--- src/sv/i2p_pkg.sv ---
// Shared types, codes and operator table for the infix to postfix converter.
`default_nettype none
package i2p_pkg;

  localparam int unsigned STACK_DEPTH = 16;
  localparam int unsigned CNT_W       = $clog2(STACK_DEPTH + 1);
  localparam int unsigned IDX_W       = $clog2(STACK_DEPTH);

  typedef logic [CNT_W-1:0] cnt_t;
  typedef logic [IDX_W-1:0] idx_t;
  typedef logic [5:0]       op_code_t;
  typedef logic [15:0]      handle_t;
  typedef logic [2:0]       prec_t;

  localparam op_code_t CODE_LPAR = 6'd11;
  localparam op_code_t CODE_RPAR = 6'd12;
  localparam op_code_t CODE_FUNC = 6'd13;

  typedef enum logic [1:0] {
    OPC_OPERAND  = 2'd0,
    OPC_OPERATOR = 2'd1,
    OPC_END      = 2'd2
  } opcode_e;

  typedef enum logic [1:0] {
    CMD_OPERAND = 2'd0,
    CMD_FLUSH   = 2'd1,
    CMD_RPAR    = 2'd2,
    CMD_PUSH    = 2'd3
  } cmd_kind_e;

  typedef enum logic [1:0] {
    ST_OK        = 2'd0,
    ST_OVERFLOW  = 2'd1,
    ST_UNMATCHED = 2'd2
  } status_e;

  typedef struct packed {
    cmd_kind_e kind;
    op_code_t  code;
    handle_t   handle;
    prec_t     prec;
    logic      cmp;
  } cmd_t;

  typedef struct packed {
    logic     is_operator;
    op_code_t op;
    handle_t  operand;
    status_e  status;
    logic     last;
  } res_t;

  function automatic prec_t prec_of(input op_code_t code);
    prec_t p;
    case (code) inside
      6'd0, 6'd1:         p = 3'd1;
      6'd2, 6'd3:         p = 3'd2;
      6'd4, 6'd5:         p = 3'd3;
      6'd6:               p = 3'd4;
      [6'd7:6'd10]:       p = 3'd0;
      6'd11, 6'd12:       p = 3'd1;
      default:            p = 3'd5;
    endcase
    return p;
  endfunction

  function automatic logic rassoc_of(input op_code_t code);
    return (code == 6'd5) || (code == 6'd6);
  endfunction

endpackage
`default_nettype wire

--- src/sv/infix_to_postfix_shunting_yard_unit.sv ---
// Top level of the shunting-yard infix to postfix converter.
//
//   channel  | handshake          | payload
//   ---------+--------------------+-----------------------------------------------
//   requests | push / full        | opcode_i, operator_code_i, operand_handle_i
//   results  | empty / pop        | is_operator_o, out_operator_o, out_operand_o,
//            |                    | status_o, last_o
//
// The front end takes one request per cycle, while it is not full, into a
// two-entry command queue. The back end pops each operator off the stack in
// its own step and then closes the request in a final step.
// Reset clears the queues and the stack depth; stack entries are not cleared.
// A full result queue stalls result writes; a full command queue raises full.
`default_nettype none
module infix_to_postfix_shunting_yard_unit (
  input  wire          clk_i,
  input  wire          rst_ni,
  input  wire          push,
  output logic         full,
  input  wire  [1:0]   opcode_i,
  input  wire  [5:0]   operator_code_i,
  input  wire  [15:0]  operand_handle_i,
  output logic         empty,
  input  wire          pop,
  output logic         is_operator_o,
  output logic [5:0]   out_operator_o,
  output logic [15:0]  out_operand_o,
  output logic [1:0]   status_o,
  output logic         last_o
);

  logic          cmd_valid;
  logic          cmd_pop;
  i2p_pkg::cmd_t cmd;
  i2p_pkg::res_t res;

  i2p_front u_front (
    .clk_i            (clk_i),
    .rst_ni           (rst_ni),
    .push             (push),
    .full             (full),
    .opcode_i         (opcode_i),
    .operator_code_i  (operator_code_i),
    .operand_handle_i (operand_handle_i),
    .cmd_valid_o      (cmd_valid),
    .cmd_o            (cmd),
    .cmd_pop_i        (cmd_pop)
  );

  i2p_back u_back (
    .clk_i       (clk_i),
    .rst_ni      (rst_ni),
    .cmd_valid_i (cmd_valid),
    .cmd_i       (cmd),
    .cmd_pop_o   (cmd_pop),
    .empty       (empty),
    .pop         (pop),
    .res_o       (res)
  );

  assign is_operator_o  = res.is_operator;
  assign out_operator_o = res.op;
  assign out_operand_o  = res.operand;
  assign status_o       = res.status;
  assign last_o         = res.last;

endmodule
`default_nettype wire

--- src/sv/i2p_front.sv ---
// Front end: accepts input requests, classifies them and queues commands.
`default_nettype none
module i2p_front (
  input  wire                  clk_i,
  input  wire                  rst_ni,
  input  wire                  push,
  output logic                 full,
  input  wire  [1:0]           opcode_i,
  input  wire  [5:0]           operator_code_i,
  input  wire  [15:0]          operand_handle_i,
  output logic                 cmd_valid_o,
  output i2p_pkg::cmd_t        cmd_o,
  input  wire                  cmd_pop_i
);

  i2p_pkg::cmd_t cq_mem_q [2];
  logic          cq_wr_q, cq_rd_q;
  logic [1:0]    cq_cnt_q;
  i2p_pkg::cmd_t cmd_new;
  logic          keep;
  logic          wr_en, rd_en;

  always_comb begin
    cmd_new        = '0;
    cmd_new.code   = operator_code_i;
    cmd_new.handle = operand_handle_i;
    cmd_new.prec   = i2p_pkg::prec_of(operator_code_i);
    cmd_new.cmp    = (operator_code_i != i2p_pkg::CODE_LPAR) &&
                     (operator_code_i < i2p_pkg::CODE_FUNC);
    keep           = 1'b1;
    case (opcode_i)
      i2p_pkg::OPC_OPERAND: begin
        cmd_new.kind = i2p_pkg::CMD_OPERAND;
      end
      i2p_pkg::OPC_END: begin
        cmd_new.kind = i2p_pkg::CMD_FLUSH;
      end
      i2p_pkg::OPC_OPERATOR: begin
        if (operator_code_i == i2p_pkg::CODE_RPAR) begin
          cmd_new.kind = i2p_pkg::CMD_RPAR;
        end else begin
          cmd_new.kind = i2p_pkg::CMD_PUSH;
        end
      end
      default: begin
        cmd_new.kind = i2p_pkg::CMD_OPERAND;
        keep         = 1'b0;
      end
    endcase
  end

  assign full        = (cq_cnt_q == 2'd2);
  assign cmd_valid_o = (cq_cnt_q != 2'd0);
  assign cmd_o       = cq_mem_q[cq_rd_q];
  assign wr_en       = push && !full && keep;
  assign rd_en       = cmd_pop_i && cmd_valid_o;

  always_ff @(posedge clk_i or negedge rst_ni) begin
    if (!rst_ni) begin
      cq_wr_q  <= 1'b0;
      cq_rd_q  <= 1'b0;
      cq_cnt_q <= 2'd0;
    end else begin
      if (wr_en) begin
        cq_wr_q <= ~cq_wr_q;
      end
      if (rd_en) begin
        cq_rd_q <= ~cq_rd_q;
      end
      case ({wr_en, rd_en})
        2'b10:   cq_cnt_q <= cq_cnt_q + 2'd1;
        2'b01:   cq_cnt_q <= cq_cnt_q - 2'd1;
        default: cq_cnt_q <= cq_cnt_q;
      endcase
    end
  end

  always_ff @(posedge clk_i) begin
    if (wr_en) begin
      cq_mem_q[cq_wr_q] <= cmd_new;
    end
  end

endmodule
`default_nettype wire

--- src/sv/i2p_back.sv ---
// Back end: operator stack engine, pending result stage and result queue.
`default_nettype none
module i2p_back (
  input  wire                  clk_i,
  input  wire                  rst_ni,
  input  wire                  cmd_valid_i,
  input  i2p_pkg::cmd_t        cmd_i,
  output logic                 cmd_pop_o,
  output logic                 empty,
  input  wire                  pop,
  output i2p_pkg::res_t        res_o
);

  i2p_pkg::op_code_t stack_q [i2p_pkg::STACK_DEPTH];
  i2p_pkg::cnt_t     cnt_q;
  logic              pend_v_q;
  i2p_pkg::res_t     pend_q;
  i2p_pkg::res_t     rq_mem_q [2];
  logic              rq_wr_q, rq_rd_q;
  logic [1:0]        rq_cnt_q;

  i2p_pkg::idx_t     top_idx;
  i2p_pkg::op_code_t top;
  i2p_pkg::prec_t    top_prec;
  logic              top_ra;
  logic              nonempty, top_lpar, room, rq_full;
  logic              do_pop, step, finish, need;
  logic              res_push, rq_pop;
  i2p_pkg::res_t     res_item, pend_last, pend_d;

  always_comb begin
    top_idx   = i2p_pkg::idx_t'(cnt_q - 1'b1);
    top       = stack_q[top_idx];
    top_prec  = i2p_pkg::prec_of(top);
    top_ra    = i2p_pkg::rassoc_of(top);
    nonempty  = (cnt_q != '0);
    top_lpar  = (top == i2p_pkg::CODE_LPAR);
    room      = (cnt_q < i2p_pkg::cnt_t'(i2p_pkg::STACK_DEPTH));
    rq_full   = (rq_cnt_q == 2'd2);
    pend_last = pend_q;
    pend_last.last = 1'b1;
    pend_d             = '0;
    pend_d.is_operator = 1'b1;
    pend_d.op          = top;
    pend_d.status      = i2p_pkg::ST_OK;

    case (cmd_i.kind)
      i2p_pkg::CMD_FLUSH: do_pop = nonempty;
      i2p_pkg::CMD_RPAR:  do_pop = nonempty && !top_lpar;
      i2p_pkg::CMD_PUSH:  do_pop = cmd_i.cmp && nonempty && !top_lpar &&
                                   ((cmd_i.prec < top_prec) ||
                                    ((cmd_i.prec == top_prec) && !top_ra));
      default:            do_pop = 1'b0;
    endcase

    res_item = '0;
    need     = 1'b0;
    case (cmd_i.kind)
      i2p_pkg::CMD_OPERAND: begin
        need             = 1'b1;
        res_item.operand = cmd_i.handle;
        res_item.last    = 1'b1;
      end
      i2p_pkg::CMD_FLUSH: begin
        need     = pend_v_q;
        res_item = pend_last;
      end
      i2p_pkg::CMD_RPAR: begin
        need = 1'b1;
        if (pend_v_q) begin
          res_item = pend_last;
          if (!nonempty) begin
            res_item.status = i2p_pkg::ST_UNMATCHED;
          end
        end else if (!nonempty) begin
          res_item.status = i2p_pkg::ST_UNMATCHED;
          res_item.last   = 1'b1;
        end else begin
          need = 1'b0;
        end
      end
      i2p_pkg::CMD_PUSH: begin
        if (room) begin
          need     = pend_v_q;
          res_item = pend_last;
        end else begin
          need            = 1'b1;
          res_item.status = i2p_pkg::ST_OVERFLOW;
          res_item.last   = 1'b1;
        end
      end
      default: begin
        need = 1'b0;
      end
    endcase

    step     = 1'b0;
    finish   = 1'b0;
    res_push = 1'b0;
    if (cmd_valid_i) begin
      if (do_pop) begin
        step     = !(pend_v_q && rq_full);
        res_push = step && pend_v_q;
        res_item = pend_q;
      end else begin
        finish   = !(need && rq_full);
        res_push = finish && need;
      end
    end
  end

  assign cmd_pop_o = finish;
  assign empty     = (rq_cnt_q == 2'd0);
  assign res_o     = rq_mem_q[rq_rd_q];
  assign rq_pop    = pop && !empty;

  always_ff @(posedge clk_i or negedge rst_ni) begin
    if (!rst_ni) begin
      cnt_q    <= '0;
      pend_v_q <= 1'b0;
      rq_wr_q  <= 1'b0;
      rq_rd_q  <= 1'b0;
      rq_cnt_q <= 2'd0;
    end else begin
      if (step) begin
        cnt_q    <= cnt_q - 1'b1;
        pend_v_q <= 1'b1;
      end else if (finish) begin
        pend_v_q <= 1'b0;
        case (cmd_i.kind)
          i2p_pkg::CMD_RPAR: begin
            if (nonempty) begin
              cnt_q <= cnt_q - 1'b1;
            end
          end
          i2p_pkg::CMD_PUSH: begin
            if (room) begin
              cnt_q <= cnt_q + 1'b1;
            end
          end
          default: begin
            cnt_q <= cnt_q;
          end
        endcase
      end
      if (res_push) begin
        rq_wr_q <= ~rq_wr_q;
      end
      if (rq_pop) begin
        rq_rd_q <= ~rq_rd_q;
      end
      case ({res_push, rq_pop})
        2'b10:   rq_cnt_q <= rq_cnt_q + 2'd1;
        2'b01:   rq_cnt_q <= rq_cnt_q - 2'd1;
        default: rq_cnt_q <= rq_cnt_q;
      endcase
    end
  end

  always_ff @(posedge clk_i) begin
    if (step) begin
      pend_q <= pend_d;
    end
    if (finish && (cmd_i.kind == i2p_pkg::CMD_PUSH) && room) begin
      stack_q[i2p_pkg::idx_t'(cnt_q)] <= cmd_i.code;
    end
    if (res_push) begin
      rq_mem_q[rq_wr_q] <= res_item;
    end
  end

endmodule
`default_nettype wire
--- config.mk ---
export PLATFORM = sky130hd
export DESIGN_NAME = infix_to_postfix_shunting_yard_unit
export DESIGN_NICKNAME = d
export VERILOG_FILES = /design/src/sv/i2p_pkg.sv /design/src/sv/infix_to_postfix_shunting_yard_unit.sv /design/src/sv/i2p_front.sv /design/src/sv/i2p_back.sv
export SDC_FILE = /design/constraint.sdc
export NUM_CORES = 1
export LEC_CHECK = 0
export BUFFER_PORTS_ARGS = -buffer_cell sky130_fd_sc_hd__buf_2
export CAP_MARGIN = 10
export CORE_UTILIZATION = 28
export DETAILED_ROUTE_END_ITERATION = 6
export PLACE_DENSITY = 0.54
export SLEW_MARGIN = 20
export SYNTH_ARGS = -nofsm -noshare
export SYNTH_HDL_FRONTEND = slang
export SYNTH_HIERARCHICAL = 1
export SYNTH_SLANG_ARGS = --single-unit
--- constraint.sdc ---
create_clock -name clk_i -period 6.45 [get_ports clk_i]
set_input_delay 0.645 -clock clk_i [delete_from_list [all_inputs] [get_ports clk_i]]
set_output_delay 0.645 -clock clk_i [all_outputs]
set_load 0.01 [all_outputs]
### Word level (Yosys, flattened, before mapping)

Memories as Yosys holds them, arrays and structs flattened.
Cells that the tools add are included.

* add/subtract/negate cells: 6
* $lt $le $gt $ge: 7
* equal/unequal tests: 31
* multiplexer cells: 53
* bitwise gates (word level): 4
* reductions and logical operators: 48

Operators with widths (number)
* $pmux 16 s4: 1
* $mux 26: 2
* $mux 23: 2
* $mux 3: 14
* $eq 6x3->1 const B: 6
* $eq 6x2->1 const B: 4
* $eq 6x4->1 const B: 4
* $pmux 7 s3: 1
* $mux 5: 4
* $mux 1: 19
* $logic_and 1x1->1: 18
* $reduce_or 2->1: 9
* $pmux 2 s2: 4
* $eq 2x2->1 const B: 7
* $eq 6x1->1 const B: 2
* $ge 6x3->1 const B: 2
* $le 6x4->1 const B: 2
* $logic_not 6->1: 2
* $pmux 5 s2: 1
* $eq 2x1->1 const B: 4
* $reduce_bool 2->1: 4
* $logic_not 1->1: 6
* $logic_not 2->1: 3
* $lt 6x4->1 const B: 1
* other kinds (18): 27

* flip-flop bits (word level): 20
* bits in writable memories: 204
* input port bits: 28
* output and inout port bits: 28
* logic and storage cells: 161
* memories kept: 3

Memory list
* u_back.stack_q: words 16, bits a word 6, read ports 1, clocked after memory_dff 0, write ports 1, line i2p_back.sv:14 `i2p_pkg::op_code_t stack_q [i2p_pkg::STACK_DEPTH];`
* u_front.cq_mem_q: words 2, bits a word 28, read ports 1, clocked after memory_dff 0, write ports 1, line i2p_front.sv:16 `i2p_pkg::cmd_t cq_mem_q [2];`
* u_back.rq_mem_q: words 2, bits a word 26, read ports 1, clocked after memory_dff 0, write ports 1, line i2p_back.sv:18 `i2p_pkg::res_t rq_mem_q [2];`

### Depth between registers and ports, before layout

An unclocked memory read counts as a cell.

* word-level depth: 21
* gate-level depth with buffers: 25
* gate-level depth less buffers: 20

### Hierarchy

Netlist, hierarchy kept.

By module, submodules not included
* i2p_back: times used 1, cells each 424, area an instance 7103.1 µm², sequential area each 4874.7 µm²
* i2p_front: times used 1, cells each 125, area an instance 2373.5 µm², sequential area each 1781.7 µm²

### Worst setup path after synthesis

OpenSTA, ideal clock, no wires.

* kind: register to register
* start point: register u_back.cnt_q[0]
* end point: memory u_back/rq_mem_q[0][0] (netlist bit), enable pin
* library setup time: 0.409 ns
* data arrival time: 5.127 ns
* data required time: 6.041 ns
* path slack: 0.914 ns
* cell stages (with the launch flop): 20
* path buffers: 4
* period minus slack after synthesis: 5.536 ns
* cells stage by stage: dfrtp_1 -> buf_6 -> buf_2 -> inv_1 -> ha_1 -> clkbuf_1 -> buf_2 -> mux4_2 -> a22o_1 -> a221oi_1 -> and2_1 -> nand3_1 -> ha_1 -> nor2b_1 -> o21ai_0 -> a31oi_1 -> a21boi_1 -> a21oi_1 -> o221ai_2 -> nor2_1

* longest elaborated chain between the ends: 19
* elaborated cells between the ends (all ways): 49
* those cells by class: 1 x add/sub; 4 x order compare; 9 x eq/ne; 15 x mux; 19 x reduce/logical; 1 x memory

Ends and longest elaborated chain
* start: declaration: line i2p_back.sv:15 `i2p_pkg::cnt_t cnt_q;`
* start signal: assignment: line i2p_back.sv:126 `cnt_q <= cnt_q - 1'b1;`
* start signal: assignment: line i2p_back.sv:133 `cnt_q <= cnt_q - 1'b1;`
* start signal: assignment: line i2p_back.sv:138 `cnt_q <= cnt_q + 1'b1;`
* parallel branches: the longest is 15 deep, another holds $mem_v2 16x6
* $mux 1 *: line i2p_back.sv:101 `if (do_pop) begin`
* $mux 1 *: line i2p_back.sv:100 `if (cmd_valid_i) begin`
* $mux 1 *: line i2p_back.sv:167 `if (res_push) begin`
* $mux 1 (implied by the code) *: line i2p_back.sv:168 `rq_mem_q[rq_wr_q] <= res_item;`
* end: declaration: line i2p_back.sv:18

Every way passes the cells marked *.

### Worst setup path after layout

* start point: register u_back.cnt_q[1]
* end point: memory u_back/rq_mem_q[0][11] (netlist bit), enable pin

The elaborated chain is that of the path after synthesis.

==> flow_results.xml <==
<?xml version="1.0" encoding="UTF-8"?>
<metrics>
  <group name="sta">
    <metric name="setup_tns" unit="ns">0</metric>
    <metric name="tightestPinTransition" unit="ns">0.7647</metric>
    <metric name="timing_hold_violations_final" unit="">0</metric>
    <metric name="achievable-frequency" unit="MHz">185.5</metric>
    <metric name="setup_viol" unit="">0</metric>
    <metric name="final.period_utilization" unit="%">83.57</metric>
    <metric name="fin_worst_hold_slack" unit="ns">0.04124</metric>
    <metric name="drv_slew" unit="">0</metric>
    <metric name="rsz0062_at_grt" unit="">no</metric>
    <metric name="timing.final.crit_period" unit="ns">5.390</metric>
    <metric name="max_slew_margin" unit="%">49.02</metric>
    <metric name="fin_clk_skew" unit="ns">0.01231</metric>
  </group>
  <group name="yosys">
    <metric name="yosysWarnings" unit="">6</metric>
    <metric name="synthesis.nets" unit="">590</metric>
    <metric name="synth.ff_latch_count" unit="">224</metric>
    <metric name="synth_top_cells_by_count" unit="">sky130_fd_sc_hd__edfxtp_1, sky130_fd_sc_hd__mux2_2, sky130_fd_sc_hd__nor2_1</metric>
    <metric name="yosys_most_used_dff" unit="">sky130_fd_sc_hd__edfxtp_1</metric>
    <metric name="yosysTopAreaCell" unit="">sky130_fd_sc_hd__edfxtp_1</metric>
    <metric name="synthDominantCellAreaShare" unit="%">66.54</metric>
    <metric name="simple_gate_share_of_the_synthesized_area" unit="%">7.367</metric>
    <metric name="synthAdderAreaFrac" unit="%">1.822</metric>
    <metric name="muxShareOfSynthArea" unit="%">12.13</metric>
    <metric name="synth-seq-area-share" unit="%">70.24</metric>
    <metric name="netlist_top_cells_area" unit="">sky130_fd_sc_hd__edfxtp_1, sky130_fd_sc_hd__mux2_2, sky130_fd_sc_hd__mux4_2</metric>
    <metric name="synth_cell_type_count" unit="">64</metric>
    <metric name="syn-mean-instance-area" unit="µm²">17.26</metric>
    <metric name="number_of_enable_flip_flop_cells_after_synthesis" unit="">210</metric>
    <metric name="post-synth-top-count-cell" unit="">sky130_fd_sc_hd__edfxtp_1</metric>
    <metric name="netlist_area" unit="mm²">0.009477</metric>
    <metric name="largest_family_of_logic_cells_by_synthesized_area" unit="">multiplexers</metric>
    <metric name="xor_and_xnor_fraction_of_the_mapped_netlist_area" unit="%">2.007</metric>
    <metric name="synth_compound_gate_area_share" unit="%">4.331</metric>
    <metric name="synthesis.instances" unit="">549</metric>
    <metric name="async_reset_ff_share" unit="%">6.250</metric>
  </group>
  <group name="route">
    <metric name="route.antenna.remaining_nets" unit="">0</metric>
    <metric name="drc_violation_count_after_routing" unit="">0</metric>
    <metric name="initialDrtViolationCount" unit="">325</metric>
    <metric name="routedWlPerCell" unit="µm">18.16</metric>
    <metric name="num_vias" unit="">4857</metric>
    <metric name="detail_route.first_pass.iterations" unit="">5</metric>
    <metric name="vias_cell" unit="">4.472</metric>
    <metric name="drt-total-wl" unit="mm">19.72</metric>
  </group>
  <group name="placement">
    <metric name="dpl.hpwl" unit="mm">13.46</metric>
    <metric name="post_dp_cell_area" unit="mm²">0.01027</metric>
    <metric name="gp_congestion" unit="">0.7628</metric>
    <metric name="io_buffers" unit="">55</metric>
  </group>
  <group name="global_routing">
    <metric name="globalRouteTotalUtil" unit="%">11.70</metric>
    <metric name="met1_demand_to_capacity_share_in_global_routing" unit="%">14.77</metric>
    <metric name="vias_in_the_first_global_route" unit="">5038</metric>
    <metric name="globalRouteOverflowTotal" unit="">0</metric>
    <metric name="grt_most_used_layer" unit="">met2</metric>
    <metric name="met3_usage" unit="%">2.289</metric>
    <metric name="globalRouteMet2Util" unit="%">20.01</metric>
    <metric name="maximum_number_of_pins_on_one_net_before_global_route_repair" unit="">31</metric>
    <metric name="grt_first_pass_wirelength" unit="mm">30.17</metric>
    <metric name="grt_antenna_before_repair" unit="">1</metric>
  </group>
  <group name="clocking">
    <metric name="postCtsResizedCells" unit="">0</metric>
    <metric name="cts_max_path_buffers" unit="">3</metric>
    <metric name="insertion_delay" unit="ns">0.51</metric>
    <metric name="post_cts_hold_buffers" unit="">0</metric>
    <metric name="ctsRootBufferMaster" unit="">sky130_fd_sc_hd__clkbuf_16</metric>
    <metric name="tritoncts" unit="">built</metric>
    <metric name="clkSinkCount" unit="">224</metric>
    <metric name="cts_made_buffers" unit="">24</metric>
    <metric name="htreeDepth" unit="">1</metric>
    <metric name="path_clk_slew" unit="ns">0.07</metric>
    <metric name="post-cts-setup-buffers" unit="">0</metric>
  </group>
  <group name="critical_path">
    <metric name="path_type_of_the_worst_setup_path" unit="">flip-flop to flip-flop</metric>
    <metric name="type_of_element_capturing_the_critical_path" unit="">flip-flop</metric>
    <metric name="crit_path_start_kind" unit="">flip-flop</metric>
    <metric name="worst_r2r_startpoint" unit="">u_back/cnt_q[1]</metric>
    <metric name="worstPathMaxFanout" unit="">19</metric>
    <metric name="cpLargestDelayFamily" unit="">compound AO/OA/AOI/OAI gates</metric>
    <metric name="startpoint" unit="">u_back/cnt_q[1]</metric>
    <metric name="critPathSlowestCell" unit="">sky130_fd_sc_hd__ha_1</metric>
    <metric name="cp_slowest_stage_delay" unit="ns">0.80</metric>
    <metric name="worst_ep_required_time" unit="ns">6.63</metric>
    <metric name="cp_data_arrival_time" unit="ns">5.57</metric>
    <metric name="ordered_cell_list_for_the_critical_path" unit="">inv_1 -&gt; ha_1 -&gt; buf_4 -&gt; mux4_2 -&gt; a221oi_1 -&gt; and2_1 -&gt; nand3_1 -&gt; ha_1 -&gt; nor2b_1 -&gt; o21ai_0 -&gt; a31oi_1 -&gt; a21boi_1 -&gt; a21oi_1 -&gt; o221ai_2 -&gt; nor2_2 -&gt; buf_4</metric>
    <metric name="worst-path-buf-inv" unit="">3</metric>
  </group>
  <group name="worst_hold_path">
    <metric name="hold_class" unit="">primary input to async pin</metric>
  </group>
  <group name="finish">
    <metric name="final_core_utilization" unit="%">33.15</metric>
    <metric name="num-nets-final" unit="">661</metric>
    <metric name="final.fill_count" unit="">3207</metric>
    <metric name="finalInstanceArea" unit="mm²">0.01109</metric>
    <metric name="drive_above_1_share" unit="%">31.50</metric>
    <metric name="flow.area_growth_from_synthesis" unit="%">17.02</metric>
    <metric name="diodes_inserted" unit="">0</metric>
  </group>
  <group name="floorplanning">
    <metric name="initial_core_util" unit="%">28.33</metric>
    <metric name="die_w" unit="µm">186.0</metric>
    <metric name="die_height" unit="µm">186.0</metric>
    <metric name="fp.dieArea" unit="mm²">0.03458</metric>
    <metric name="core_area" unit="mm²">0.03345</metric>
    <metric name="placementRows" unit="">67</metric>
    <metric name="ios" unit="">56</metric>
  </group>
  <group name="flow_run">
    <metric name="drv_cap" unit="">0</metric>
  </group>
  <group name="outcome">
    <metric name="status" unit="">finished, final reports clean</metric>
  </group>
  <group name="power">
    <metric name="leakage_power" unit="nW">3.818</metric>
    <metric name="ir_drop" unit="V">0.0002358</metric>
    <metric name="power_density" unit="mW/mm²">545.1</metric>
  </group>
</metrics>
## report_power, final
| group | total [mW] | switching, mW | leakage [nW] | internal (mW) |
|---|---|---|---|---|
| logic | 2.42 | 1.45 | 1.33 | 0.973 |
| registers | 2.23 | 0.145 | 2.10 | 2.08 |
| clock network | 1.40 | 0.528 | 0.390 | 0.867 |
| total | 6.04 | 2.12 | 3.82 | 3.93 |
## layer usage
metal / share of wire [%] / vias up / wire length [µm]
li1: - / 2270 / -
met4: 2.3 / 2 / 454
met3: 5.2 / 38 / 1019
met1: 42 / 2427 / 8363
met2: 50 / 120 / 9865
met5: 0.066 / - / 13
## sequential cells by signal, summed over array words and instances, names as in the netlist
signal and count:
u_front/cq_rd_q 1, u_back/rq_rd_q 1, u_back/stack_q 96, u_front/cq_mem_q 56, u_back/rq_mem_q 52, u_back/rq_cnt_q 2
u_back/pend_v_q 1, u_back/rq_wr_q 1, u_back/pend_last 6, u_front/cq_cnt_q 2, u_front/cq_wr_q 1, u_back/cnt_q 5
## layout by cell type (no fill, tap or decap), types with 2 or more instances in the layout
| cell type | netlist | final |
|---|---|---|
| sky130_fd_sc_hd__ha_1 | 13 | 13 |
| sky130_fd_sc_hd__inv_2 | 2 | 2 |
| sky130_fd_sc_hd__and2_1 | 20 | 20 |
| sky130_fd_sc_hd__buf_4 | 2 | 10 |
| sky130_fd_sc_hd__clkinv_2 | 0 | 3 |
| sky130_fd_sc_hd__clkinv_1 | 0 | 4 |
| sky130_fd_sc_hd__nor2b_1 | 13 | 13 |
| sky130_fd_sc_hd__dfrtp_1 | 14 | 14 |
| sky130_fd_sc_hd__nand2_1 | 20 | 20 |
| sky130_fd_sc_hd__bufinv_16 | 0 | 4 |
| sky130_fd_sc_hd__mux2_2 | 55 | 55 |
| sky130_fd_sc_hd__nand3_1 | 7 | 7 |
| sky130_fd_sc_hd__and3_1 | 3 | 3 |
| sky130_fd_sc_hd__a22o_1 | 5 | 5 |
| sky130_fd_sc_hd__a221oi_2 | 2 | 2 |
| sky130_fd_sc_hd__mux4_2 | 20 | 20 |
| sky130_fd_sc_hd__inv_1 | 18 | 18 |
| sky130_fd_sc_hd__clkinvlp_4 | 0 | 2 |
| sky130_fd_sc_hd__nor2_1 | 24 | 19 |
| sky130_fd_sc_hd__edfxtp_1 | 210 | 210 |
| sky130_fd_sc_hd__clkbuf_16 | 0 | 25 |
| sky130_fd_sc_hd__clkbuf_1 | 6 | 6 |
| sky130_fd_sc_hd__a21oi_1 | 12 | 12 |
| sky130_fd_sc_hd__nor2_2 | 1 | 6 |
| sky130_fd_sc_hd__or2_2 | 3 | 3 |
| sky130_fd_sc_hd__nor3_1 | 5 | 5 |
| sky130_fd_sc_hd__o21ai_0 | 5 | 5 |
| sky130_fd_sc_hd__xnor2_1 | 13 | 13 |
| sky130_fd_sc_hd__buf_2 | 6 | 55 |
| sky130_fd_sc_hd__a22oi_1 | 2 | 2 |
| sky130_fd_sc_hd__xor2_1 | 5 | 5 |
| sky130_fd_sc_hd__mux2i_1 | 8 | 8 |
| sky130_fd_sc_hd__and4_1 | 16 | 16 |
## final cells by class
type	count	area, µm²	area share [%]
flip-flops and latches	224	6656	60.02
multi-input cells	285	2634	23.75
clock buffers	31	648.1	5.845
well taps	448	560.5	5.055
repair buffers	65	350.3	3.159
clock inverters	13	165.2	1.489
inverters	20	75.07	0.6770
## per-stage QoR
stage,cells,setup WS (ns),power [mW]
CTS,1086,1.010,6.139
global route,1086,0.5797,6.423
finish,1086,1.060,6.045
global placement,1042,1.051,4.731
floorplan,549,0.9145,4.012
detailed placement,1042,1.029,4.723
## worst paths after layout
kind	cells after the start	slack [ns]	to
worst max-delay path	16	1.06	u_back/rq_mem_q[0][11]
worst min-delay path	1	0.04	u_back/rq_rd_q
worst max register to register	16	1.06	u_back/rq_mem_q[0][11]
worst min register to register	1	0.48	u_front/cq_cnt_q[1]
max in group asynchronous	1	6.14	u_back/cnt_q[0]
min in group clk_i	1	0.33	u_front/cq_mem_q[1][8]
## kinds of logic after synthesis
| family | count (synthesis) |
|---|---|
| flops | 224 |
| compound gates | 48 |
| simple gates | 120 |
| xor+xnor | 20 |
| fa+ha+maj | 14 |
| mux | 83 |
| buf+inv | 40 |
(Power assumes the default switching activity.)
